File: src/hdl/wbps_pkg.sv
`timescale 1ns / 1ps
// Shared types and constants for the wildcard byte pattern search.
// No dependencies; every other file of the block but wbps_stream_if imports this package.
package wbps_pkg;

	// Sizes
	localparam int DEF_MAX_PATTERN = 256;
	localparam int MIN_LENGTH      = 3;
	localparam int BYTE_W          = 8;
	localparam int IDX_W           = 8;
	localparam int PLEN_W          = 9;
	localparam int ADDR_W          = 64;
	localparam int OFFSET_W        = 32;
	localparam int CFG_IDX_W       = 1;
	localparam int CFG_DATA_W      = 64;

	// Request kinds
	localparam logic REQ_LOAD = 1'b0;
	localparam logic REQ_SCAN = 1'b1;

	// Register indexes
	localparam logic [CFG_IDX_W-1:0] CFG_BASE_ADDRESS   = 1'b0;
	localparam logic [CFG_IDX_W-1:0] CFG_PATTERN_LENGTH = 1'b1;

	// Request beat
	typedef struct packed {
		logic              req_type;
		logic [IDX_W-1:0]  pattern_index;
		logic [BYTE_W-1:0] pattern_byte;
		logic              care;
		logic [BYTE_W-1:0] data_byte;
		logic              last_byte;
	} req_t;

	// Result beat
	typedef struct packed {
		logic              found;
		logic [ADDR_W-1:0] match_address;
		logic [PLEN_W-1:0] match_length;
	} res_t;

	// Broadcast from the top level to every cell
	typedef struct packed {
		logic              scan;
		logic [BYTE_W-1:0] data_byte;
		logic [BYTE_W-1:0] load_byte;
		logic              load_care;
	} cell_ctl_t;

	// Scan byte held behind the cell row
	typedef struct packed {
		logic                valid;
		logic                last;
		logic [OFFSET_W-1:0] start;
	} scan_stage_t;

endpackage

File: src/hdl/wbps_stream_if.sv
`timescale 1ns / 1ps
// Valid/ready stream channel carrying one payload beat.
// Payload type is given at instantiation; no other dependencies.
interface wbps_stream_if #(
	parameter type payload_t = logic
) ();
	logic     valid;
	logic     ready;
	payload_t data;

	modport source (output valid, output data, input ready);
	modport sink (input valid, input data, output ready);
endinterface

File: src/hdl/wbps_cell.sv
`timescale 1ns / 1ps
// One pattern position: expected byte, care bit and its match-vector bit.
// Depends on wbps_pkg.
module wbps_cell (
	input  logic              clk,
	input  logic              arst_n,
	input  wbps_pkg::cell_ctl_t ctl,
	input  logic              sel,
	input  logic              en,
	input  logic              prev,
	output logic              match
);
	import wbps_pkg::*;

	logic [BYTE_W-1:0] pat_q;
	logic              care_q;
	logic              match_q;
	logic              pos_ok;

	// pattern position store, written by a load beat
	always_ff @(posedge clk) begin
		if (sel) begin
			pat_q  <= ctl.load_byte;
			care_q <= ctl.load_care;
		end
	end

	assign pos_ok = !care_q || (pat_q == ctl.data_byte);

	// shift-and step: extend the neighbour's partial match by this position
	always_ff @(posedge clk or negedge arst_n) begin
		if (!arst_n) begin
			match_q <= 1'b0;
		end else if (ctl.scan) begin
			match_q <= en & prev & pos_ok;
		end
	end

	assign match = match_q;
endmodule

File: src/hdl/wbps_report.sv
`timescale 1ns / 1ps
// Result stage: first-hit tracking per region and the result register.
// Depends on wbps_pkg and wbps_stream_if.
module wbps_report (
	input  logic                         clk,
	input  logic                         arst_n,
	input  wbps_pkg::scan_stage_t        stage,
	input  logic                         hit,
	input  logic [wbps_pkg::ADDR_W-1:0]  base,
	input  logic [wbps_pkg::PLEN_W-1:0]  len,
	output logic                         go,
	wbps_stream_if.source                res
);
	import wbps_pkg::*;

	logic done_q;
	logic out_valid_q;
	res_t out_q;
	logic produce;

	// a beat is due on the first hit, or at region end with no hit so far
	assign produce = stage.valid && !done_q && (hit || stage.last);
	assign go      = !produce || !out_valid_q || res.ready;

	// region state
	always_ff @(posedge clk or negedge arst_n) begin
		if (!arst_n) begin
			done_q <= 1'b0;
		end else if (stage.valid && go) begin
			if (stage.last) begin
				done_q <= 1'b0;
			end else if (hit) begin
				done_q <= 1'b1;
			end
		end
	end

	// output valid
	always_ff @(posedge clk or negedge arst_n) begin
		if (!arst_n) begin
			out_valid_q <= 1'b0;
		end else if (produce && go) begin
			out_valid_q <= 1'b1;
		end else if (res.ready) begin
			out_valid_q <= 1'b0;
		end
	end

	// output payload
	always_ff @(posedge clk) begin
		if (produce && go) begin
			out_q.found         <= hit;
			out_q.match_address <= hit ? base + {{(ADDR_W-OFFSET_W){1'b0}}, stage.start}
			                           : '0;
			out_q.match_length  <= hit ? len : '0;
		end
	end

	assign res.valid = out_valid_q;
	assign res.data  = out_q;
endmodule

File: src/hdl/wildcard_byte_pattern_search.sv
`timescale 1ns / 1ps
// Wildcard byte pattern search. Load beats (req_type 0) write one pattern
// position; scan beats (req_type 1) stream a region one byte per cycle
// unless stalled, and the beat with last_byte set closes the region. One result
// per region: the first full match (start address = base_address + offset) or
// found=0 at the region end. Throughput is one beat per clock unless the input
// stalls; each cell of the row compares its position against the byte and hands
// its match bit on. The edge that accepts the deciding byte loads the cell row
// and the scan stage, and the output register is loaded from them once the
// result stage can take the beat. A result held in the output register stalls
// the input only when a second result is due behind it.
// Depends on wbps_pkg, wbps_stream_if, wbps_cell and wbps_report.
module wildcard_byte_pattern_search #(
	parameter int MAX_PATTERN = wbps_pkg::DEF_MAX_PATTERN
) (
	input  logic                               clk,
	input  logic                               arst_n,
	wbps_stream_if.sink                        req,
	wbps_stream_if.source                      res,
	input  logic                               cfg_we,
	input  logic [wbps_pkg::CFG_IDX_W-1:0]     cfg_index,
	input  logic [wbps_pkg::CFG_DATA_W-1:0]    cfg_wdata
);
	import wbps_pkg::*;

	localparam int LEN_RAW_W = $clog2(MAX_PATTERN + 1);
	localparam int LEN_W     = (LEN_RAW_W > PLEN_W) ? LEN_RAW_W : PLEN_W;

	logic [ADDR_W-1:0]      base_q;
	logic [PLEN_W-1:0]      plen_q;
	logic [LEN_W-1:0]       plen_ext;
	logic [LEN_W-1:0]       len_eff;
	logic [OFFSET_W-1:0]    offset_q;
	logic                   fresh_q;
	scan_stage_t            stage_s1;
	logic                   accept;
	logic                   scan_acc;
	logic                   load_acc;
	logic                   go;
	logic                   hit;
	cell_ctl_t              ctl;
	logic [MAX_PATTERN-1:0] match_vec;
	logic [MAX_PATTERN-1:0] term_vec;

	// configuration registers
	always_ff @(posedge clk or negedge arst_n) begin
		if (!arst_n) begin
			base_q <= '0;
			plen_q <= PLEN_W'(MIN_LENGTH);
		end else if (cfg_we) begin
			unique case (cfg_index)
				CFG_BASE_ADDRESS:   base_q <= cfg_wdata[ADDR_W-1:0];
				CFG_PATTERN_LENGTH: plen_q <= cfg_wdata[PLEN_W-1:0];
				default: ;
			endcase
		end
	end

	// length in use, clamped between MIN_LENGTH and the cell row
	assign plen_ext = LEN_W'(plen_q);
	always_comb begin
		if (plen_ext < LEN_W'(MIN_LENGTH)) begin
			len_eff = LEN_W'(MIN_LENGTH);
		end else if (plen_ext > LEN_W'(MAX_PATTERN)) begin
			len_eff = LEN_W'(MAX_PATTERN);
		end else begin
			len_eff = plen_ext;
		end
	end

	// handshake
	assign req.ready = !stage_s1.valid || go;
	assign accept    = req.valid && req.ready;
	assign scan_acc  = accept && (req.data.req_type == REQ_SCAN);
	assign load_acc  = accept && (req.data.req_type == REQ_LOAD);

	// region byte counter, saturating; fresh marks the start of a new region
	always_ff @(posedge clk or negedge arst_n) begin
		if (!arst_n) begin
			offset_q <= '0;
			fresh_q  <= 1'b0;
		end else if (scan_acc) begin
			fresh_q <= req.data.last_byte;
			if (req.data.last_byte) begin
				offset_q <= '0;
			end else if (offset_q != '1) begin
				offset_q <= offset_q + OFFSET_W'(1);
			end
		end
	end

	// scan stage behind the cell row
	always_ff @(posedge clk or negedge arst_n) begin
		if (!arst_n) begin
			stage_s1 <= '0;
		end else if (scan_acc) begin
			stage_s1.valid <= 1'b1;
			stage_s1.last  <= req.data.last_byte;
			stage_s1.start <= offset_q - OFFSET_W'(len_eff - LEN_W'(1));
		end else if (go) begin
			stage_s1.valid <= 1'b0;
		end
	end

	// broadcast to the cells
	assign ctl.scan      = scan_acc;
	assign ctl.data_byte = req.data.data_byte;
	assign ctl.load_byte = req.data.pattern_byte;
	assign ctl.load_care = req.data.care;

	// cell row
	for (genvar i = 0; i < MAX_PATTERN; i++) begin : g_cell
		logic sel;
		logic prev;
		logic en;

		if (i < (1 << IDX_W)) begin : g_sel
			assign sel = load_acc && (req.data.pattern_index == IDX_W'(i));
		end else begin : g_nosel
			assign sel = 1'b0;
		end

		if (i == 0) begin : g_head
			assign prev = 1'b1;
		end else begin : g_link
			assign prev = match_vec[i-1] && !fresh_q;
		end

		assign en          = LEN_W'(i) < len_eff;
		assign term_vec[i] = LEN_W'(i) == (len_eff - LEN_W'(1));

		wbps_cell u_cell (
			.clk    (clk),
			.arst_n (arst_n),
			.ctl    (ctl),
			.sel    (sel),
			.en     (en),
			.prev   (prev),
			.match  (match_vec[i])
		);
	end

	// full match at the last position in use
	assign hit = |(match_vec & term_vec);

	wbps_report u_report (
		.clk    (clk),
		.arst_n (arst_n),
		.stage  (stage_s1),
		.hit    (hit),
		.base   (base_q),
		.len    (len_eff[PLEN_W-1:0]),
		.go     (go),
		.res    (res)
	);
endmodule

File: src/flat_wrapper.sv
// flat-port wrapper written by rule: the top's interface ports become plain ports
module wildcard_byte_pattern_search_flat import wbps_pkg::*;
#(
	parameter int MAX_PATTERN = wbps_pkg::DEF_MAX_PATTERN
)
  (clk, arst_n, cfg_we, cfg_index, cfg_wdata, req_valid, req_data, req_ready, res_valid, res_data, res_ready);
  wbps_stream_if #(.payload_t(req_t)) req_i ();
  wbps_stream_if #(.payload_t(res_t)) res_i ();
  input  logic clk;
  input  logic arst_n;
  input  logic cfg_we;
  input  logic [wbps_pkg::CFG_IDX_W-1:0] cfg_index;
  input  logic [wbps_pkg::CFG_DATA_W-1:0] cfg_wdata;
  input wire logic [$bits(req_i.valid)-1:0] req_valid;
  input wire logic [$bits(req_i.data)-1:0] req_data;
  output wire logic [$bits(req_i.ready)-1:0] req_ready;
  output wire logic [$bits(res_i.valid)-1:0] res_valid;
  output wire logic [$bits(res_i.data)-1:0] res_data;
  input wire logic [$bits(res_i.ready)-1:0] res_ready;
  assign req_i.valid = req_valid;
  assign req_i.data = req_data;
  assign req_ready = req_i.ready;
  assign res_valid = res_i.valid;
  assign res_data = res_i.data;
  assign res_i.ready = res_ready;
  wildcard_byte_pattern_search #(.MAX_PATTERN(MAX_PATTERN)) u_core (.clk(clk), .arst_n(arst_n), .req(req_i), .res(res_i), .cfg_we(cfg_we), .cfg_index(cfg_index), .cfg_wdata(cfg_wdata));
endmodule
File: config.mk
export PLATFORM = sky130hd
export DESIGN_NAME = wildcard_byte_pattern_search_flat
export DESIGN_NICKNAME = d
export VERILOG_FILES = /design/src/hdl/wbps_pkg.sv /design/src/hdl/wbps_stream_if.sv /design/src/hdl/wbps_cell.sv /design/src/hdl/wbps_report.sv /design/src/hdl/wildcard_byte_pattern_search.sv /design/src/flat_wrapper.sv
export SDC_FILE = /design/constraint.sdc
export NUM_CORES = 2
export LEC_CHECK = 0
export ABC_AREA = 1
export BUFFER_PORTS_ARGS = -buffer_cell sky130_fd_sc_hd__buf_4
export CAP_MARGIN = 20
export CORE_MARGIN = 1.5
export CORE_UTILIZATION = 39
export DETAILED_ROUTE_END_ITERATION = 16
export RECOVER_POWER = 25
export SYNTH_ARGS = -nofsm -noshare
export SYNTH_HDL_FRONTEND = slang
export SYNTH_SLANG_ARGS = --single-unit
File: constraint.sdc
create_clock -name clk -period 8.46 [get_ports clk]
set_input_delay 1.269 -clock clk [delete_from_list [all_inputs] [get_ports clk]]
set_output_delay 1.269 -clock clk [all_outputs]
set_load 0.01 [all_outputs]
# == Word level (Yosys, flattened, before mapping) ==
# Index checks and enable logic that the tools add are counted.
# classes
reduce_logical,1050
multipliers,0
muxes,10
bitwise_logic,514
add_sub_neg,5
shifts,0
order_cmp,258
eq_ne,767
div_mod_pow,0
# ops
operator,n
8-bit == test,256
"8-bit by 9-bit == test with 1-bit output, first input constant",128
"8-bit by 9-bit less-than comparator with 1-bit output, first input constant",128
"8-bit == test, second input constant",128
"7-bit by 9-bit == test with 1-bit output, first input constant",64
"7-bit by 9-bit less-than comparator with 1-bit output, first input constant",64
1-bit logical AND,518
"8-bit by 7-bit == test with 1-bit output, second input constant",64
1-bit bitwise AND,511
"6-bit by 9-bit == test with 1-bit output, first input constant",32
"6-bit by 9-bit less-than comparator with 1-bit output, first input constant",32
1-bit zero test,261
1-bit logical OR,260
256-bit bitwise AND,1
"8-bit by 6-bit == test with 1-bit output, second input constant",32
256-bit OR reduction,1
"5-bit by 9-bit == test with 1-bit output, first input constant",16
"5-bit by 9-bit less-than comparator with 1-bit output, first input constant",16
"8-bit by 5-bit == test with 1-bit output, second input constant",16
"4-bit by 9-bit == test with 1-bit output, first input constant",8
"4-bit by 9-bit less-than comparator with 1-bit output, first input constant",8
64-bit by 32-bit adder with 64-bit output,1
"8-bit by 4-bit == test with 1-bit output, second input constant",8
32-bit two-way mux,2
23 further kinds,49
# totals
latch_bits,0
romBits,0
out_inout_bits,76
mem_count,0
ff_bits,2775
mem_bits_rw,0

# == Logic depth before layout (Yosys ltp) ==
# depth
ltp_word,16
ltp_mapped,31

# == Cells and area by module ==
# A second synthesis with hierarchy kept.
# unflattened
cells_unflattened,16220
area_unflattened_um2,142117.6
# modules_own_cells
mod,cells_each,seq_area_each_um2,area_per_inst_um2,instances
wbps_cell,48,295.3,465.4,256
wildcard_byte_pattern_search,2874,3480.8,16104.2,1
wbps_report,1058,2272.2,6859.1,1

# == Worst setup path before layout ==
# Ideal clock, no wire load.
# synth_path
path_type,register to register
start,"register u_core.plen_q[7], in the netlist u_core.plen_ext[7]"
end,"register u_core.u_report.out_q, in the netlist u_core.u_report.res.data[0] (enable)"
slack_ns,1.545
period_less_slack_ns,6.915
stages_incl_launch_ff,25
t_required_ns,7.954
path_buffers,3
t_arrival_ns,6.409
setup_time_ns,0.506
path_cell_list,dfrtp_1 -> buf_6 -> nor2_2 -> nand3_2 -> or2_2 -> nand2_1 -> inv_1 -> clkbuf_1 -> ha_1 -> xnor2_2 -> inv_2 -> nor2_2 -> buf_2 -> nand3_1 -> nand2_1 -> nor2_1 -> nand2_1 -> nor2_1 -> nor2_1 -> nor2_1 -> nand2_1 -> nor2_2 -> nand3_2 -> nand2_1 -> nor2_1
# synth_via
elab_chain_cells,13
elab_cells_between_ends,269
cone_classes,add/sub: 1; order compare: 2; eq/ne: 255; mux: 2; bitwise: 1; reduce/logical: 8
# synth_lines
element,line_no,text
from (decl),wildcard_byte_pattern_search.sv:30,logic [PLEN_W-1:0] plen_q;
from (signal assigned),wildcard_byte_pattern_search.sv:49,plen_q <= PLEN_W'(MIN_LENGTH);
from (signal assigned),wildcard_byte_pattern_search.sv:53,CFG_PATTERN_LENGTH: plen_q <= cfg_wdata[PLEN_W-1:0];
9-bit > comparator,wildcard_byte_pattern_search.sv:64,end else if (plen_ext > LEN_W'(MAX_PATTERN)) begin
9-bit two-way mux,wildcard_byte_pattern_search.sv:64,
9-bit two-way mux (*),wildcard_byte_pattern_search.sv:62,if (plen_ext < LEN_W'(MIN_LENGTH)) begin
via u_core.len_eff[0],wildcard_byte_pattern_search.sv:32,logic [LEN_W-1:0] len_eff;
9-bit by 1-bit subtractor with 9-bit output (*),wildcard_byte_pattern_search.sv:130,assign term_vec[i] = LEN_W'(i) == (len_eff - LEN_W'(1));
"1-bit by 9-bit == test with 1-bit output, or another cell as far along",wildcard_byte_pattern_search.sv:130,
256-bit bitwise AND (*),wildcard_byte_pattern_search.sv:144,assign hit = |(match_vec & term_vec);
256-bit OR reduction (*),wildcard_byte_pattern_search.sv:144,
1-bit logical OR (*),wbps_report.sv:22,assign produce = stage.valid && !done_q && (hit || stage.last);
1-bit logical AND (*),wbps_report.sv:22,
1-bit zero test,wbps_report.sv:23,assign go = !produce || !out_valid_q || res.ready;
1-bit logical OR (2 in series),wbps_report.sv:23,
1-bit logical AND (*),wbps_report.sv:51,if (produce && go) begin
to (decl),wbps_report.sv:18,res_t out_q;
# The timed path passes the listed nets; every way through them passes the cells marked *.
# A chain may end at the register's enable or synchronous reset.

# == Worst setup path in the final report ==
# layout_path
start,input port req_data[16]
end,"register u_core.g_cell[54].u_cell.pat_q[6], data pin"
# layout_lines
element,line_no,text
from (decl),flat_wrapper.sv:15,input wire logic [$bits(req_i.data)-1:0] req_data;
to (signal assigned),wbps_cell.sv:23,pat_q <= ctl.load_byte;
to (decl),wbps_cell.sv:15,logic [BYTE_W-1:0] pat_q;
# No word-level cell between the ends.

==> results.ini <==
[finish]
drive_above_1_share_pct=13.62
synthToLayoutAreaGrowth_pct=13.50
multi_input_area_um2=41090
num-fill-cells=28740
instances_no_fill=15360
seqCellArea_um2=81350
nNetsFinal=10970
post-route-cell-area_um2=142300
final_core_util_pct=44.42

[global_routing]
busiest_layer=met2
gr-usage-met3_pct=4.580
grtUsageMet2_pct=41.47
grt_remaining_overflow=0
gr-usage-all-layers_pct=25.82
grt_pass1_wl_um=603400
grt_max_degree=157
antenna_found_initial=33
grt_pass1_vias=82680
grtUsageMet1_pct=34.61

[synth]
yosys_most_used_dff=edfxtp_1
ys_types=69
ys_seq_area_share_pct=64.87
netlist_area_um2=125400
yosysWarningCount=0
syn_inst=10600
syn_area_per_cell_um2=11.83
ys_seq_elements=2775
synthArstFlopShare_pct=14.31
synth_edf_count=2378

[sta]
worst-slew-pin-transition_ns=6.679
finalHoldViolCount=0
setup_tns_ns=0
setup_viol=0
whs_ns=0.4917
finalCritPeriodShare_pct=83.74
max_freq_ghz=0.1412
rsz0062_at_grt=false
relSlewSlack_pct=-345.3
worst_clock_skew_ns=0.07173
period_needed_ns=7.084
finalMaxSlewViolations=1377

[cts]
postCtsSetupBuffers=0
cts_buffers=306
path_clk_slew_ns=0.06
clock_latency_ns=0.95
h-tree-depth=5
cts_root_buffer=clkbuf_16
ctsHoldBuffers=0
cts_resized=0
cts_buffer_depth=4
cts_tree=yes
cts.sinks=2775

[drt]
wl_per_cell_um=27.83
ant_nets=0
routed_wl_um=427500
drt_iter0_markers=9931
drc=0
dr_total_vias=85540
drtPass1Iterations=6
via_per_inst=5.569

[placement]
portBuffers=172
placed_area_um2=132600
gp_congestion=1.002
dp_hpwl_um=262200
dp.cells=14800

[setup_path]
startpoint_type=input pin
path_cells=clkbuf_1 > clkbuf_2
cp_max_fo=97
critical_path_arrival_ns=7.35
crit_required_ns=8.72
critPathTopFamily=buffers and inverters
cp_slowest_cell=clkbuf_1
critPathMaxStageDelay_ns=3.32
timing.critical_path.buf_inv=2
crit_type=in -> reg
end_kind=register

[power]
vdd_drop_max_uv=166.9
p_per_area_nw_per_um2=221.3
p_leak_nw=48.33

[flow_run]
maxCapViolations=20

[floorplanning]
die_h_um=570.0
dieArea_um2=324900
die_w_um=570.0
io_pins=173
num_rows=208
start_util_pct=39.14
core-area_um2=320400

[outcome]
violations=max-capacitance violations, max-slew violations
outcome=complete, but fails checks

[min_path]
min_path_type=reg -> reg

## worst paths after layout
kind | from | endpoint | slack (ns) | depth (start not counted)
max in group asynchronous | arst_n | u_core.base_q[36] | 1.88 | 1
min reg2reg | u_core.stage_s1[29] | u_core.stage_s1[29] | 0.49 | 2
max reg2reg | u_core.plen_ext[8] | u_core.g_cell[6].u_cell.pat_q[0] | 1.39 | 27
min in group asynchronous | arst_n | u_core.base_q[14] | 2.81 | 1
max | req_data[16] | u_core.g_cell[54].u_cell.pat_q[6] | 1.38 | 2
min | u_core.stage_s1[29] | u_core.stage_s1[29] | 0.49 | 2
## power breakdown
group	leakage (nW)	switching [mW]	internal, mW
registers	26.7	0.108	15.0
logic	16.8	2.38	0.808
clock network	4.79	5.61	7.59
total	48.3	8.09	23.4
## synth_stat cells, types with 114 or more instances
cell	number	share of area (%)
nand4_1	413	2.1
inv_1	291	0.87
clkbuf_1	318	0.95
o41ai_1	123	0.86
buf_1	114	0.34
nand2_1	1769	5.3
o21ai_0	288	1.1
or2_2	532	2.7
dfrtp_1	395	7.9
a21oi_1	271	1.1
o21ai_1	265	1.1
nand3_1	603	2.4
xnor2_1	1195	8.3
nor2_1	738	2.2
edfxtp_1	2378	57
xor2_1	246	1.7
## cells by family (layout without fill, tap and decap cells)
| kind of cell | after synthesis | after routing | share of synthesized area [%] |
|---|---|---|---|
| xor gates and xnor gates | 1442 | 1442 | 10.08 |
| adders and majority gates | 68 | 68 | 0.6905 |
| AOI/OAI and AO/OA | 1176 | 1176 | 5.621 |
| and+or+nand+nor | 4277 | 4277 | 15.80 |
| buffers and inverters | 830 | 1255 | 2.672 |
| other | 1 | 34 | 0.002991 |
| DFF | 2775 | 2775 | 64.87 |
| muxes | 29 | 29 | 0.2604 |
## registers in the layout, summed over array words and instances (netlist names), 9 cells and up
register and flops:
u_core.g_cell.u_cell.care_q 256, u_core.offset_q 32, u_core.g_cell.u_cell.match 256, u_core.u_report.res.data 74, u_core.plen_ext 9, u_core.stage_s1 33, u_core.g_cell.u_cell.pat_q 2048, u_core.base_q 64
## placed cells by master (no fill, tap or decap), drive strengths merged, types with 7 or more instances in the layout
cell type  netlist  layout
a21boi          18      18
a21oi          271     271
a31oi           12      12
buf            212     381
bufinv           0      23
clkbuf         318     420
clkinv           3     109
clkinvlp         0       7
conb             1      22
dfrtp          395     395
diode            0      12
edfxtp        2378    2378
ha              66      66
inv            297     315
mux2            29      29
nand2         1777    1777
nand3          624     624
nand4          413     413
nor2           757     757
nor3            76      76
nor3b            9       9
nor4            76      76
o2111ai         59      59
o211ai          14      14
o21a            14      14
o21ai          554     554
o21bai          10      10
o221ai          24      24
o31ai           49      49
o41ai          123     123
or2            532     532
xnor2         1196    1196
xor2           246     246
## layout make-up
| type | instances | area share (%) |
|---|---|---|
| clock buffers | 395 | 5.738 |
| well taps | 4305 | 3.785 |
| multi-input cells | 7014 | 28.87 |
| clock inverters | 154 | 1.182 |
| inverters | 300 | 0.8211 |
| diodes | 12 | 0.02110 |
| flip-flops and latches | 2775 | 57.16 |
| repair buffers | 406 | 2.421 |
## routing by layer
| layer | up-vias | wire, µm |
|---|---|---|
| met2 | 4013 | 196300 |
| met3 | 745 | 36150 |
| met1 | 43000 | 175800 |
| met4 | 20 | 19100 |
| met5 | - | 138 |
| li1 | 37770 | - |
## per-stage QoR
step | setup WS, ns | total power, mW
floorplan | 1.545 | 17.06
global placement | 1.534 | 18.47
detailed placement | 1.690 | 18.50
CTS | 1.539 | 31.60
global route | 0.6269 | 32.41
finish | 1.376 | 31.49
No activity file was read; power rests on OpenSTA's default activity.
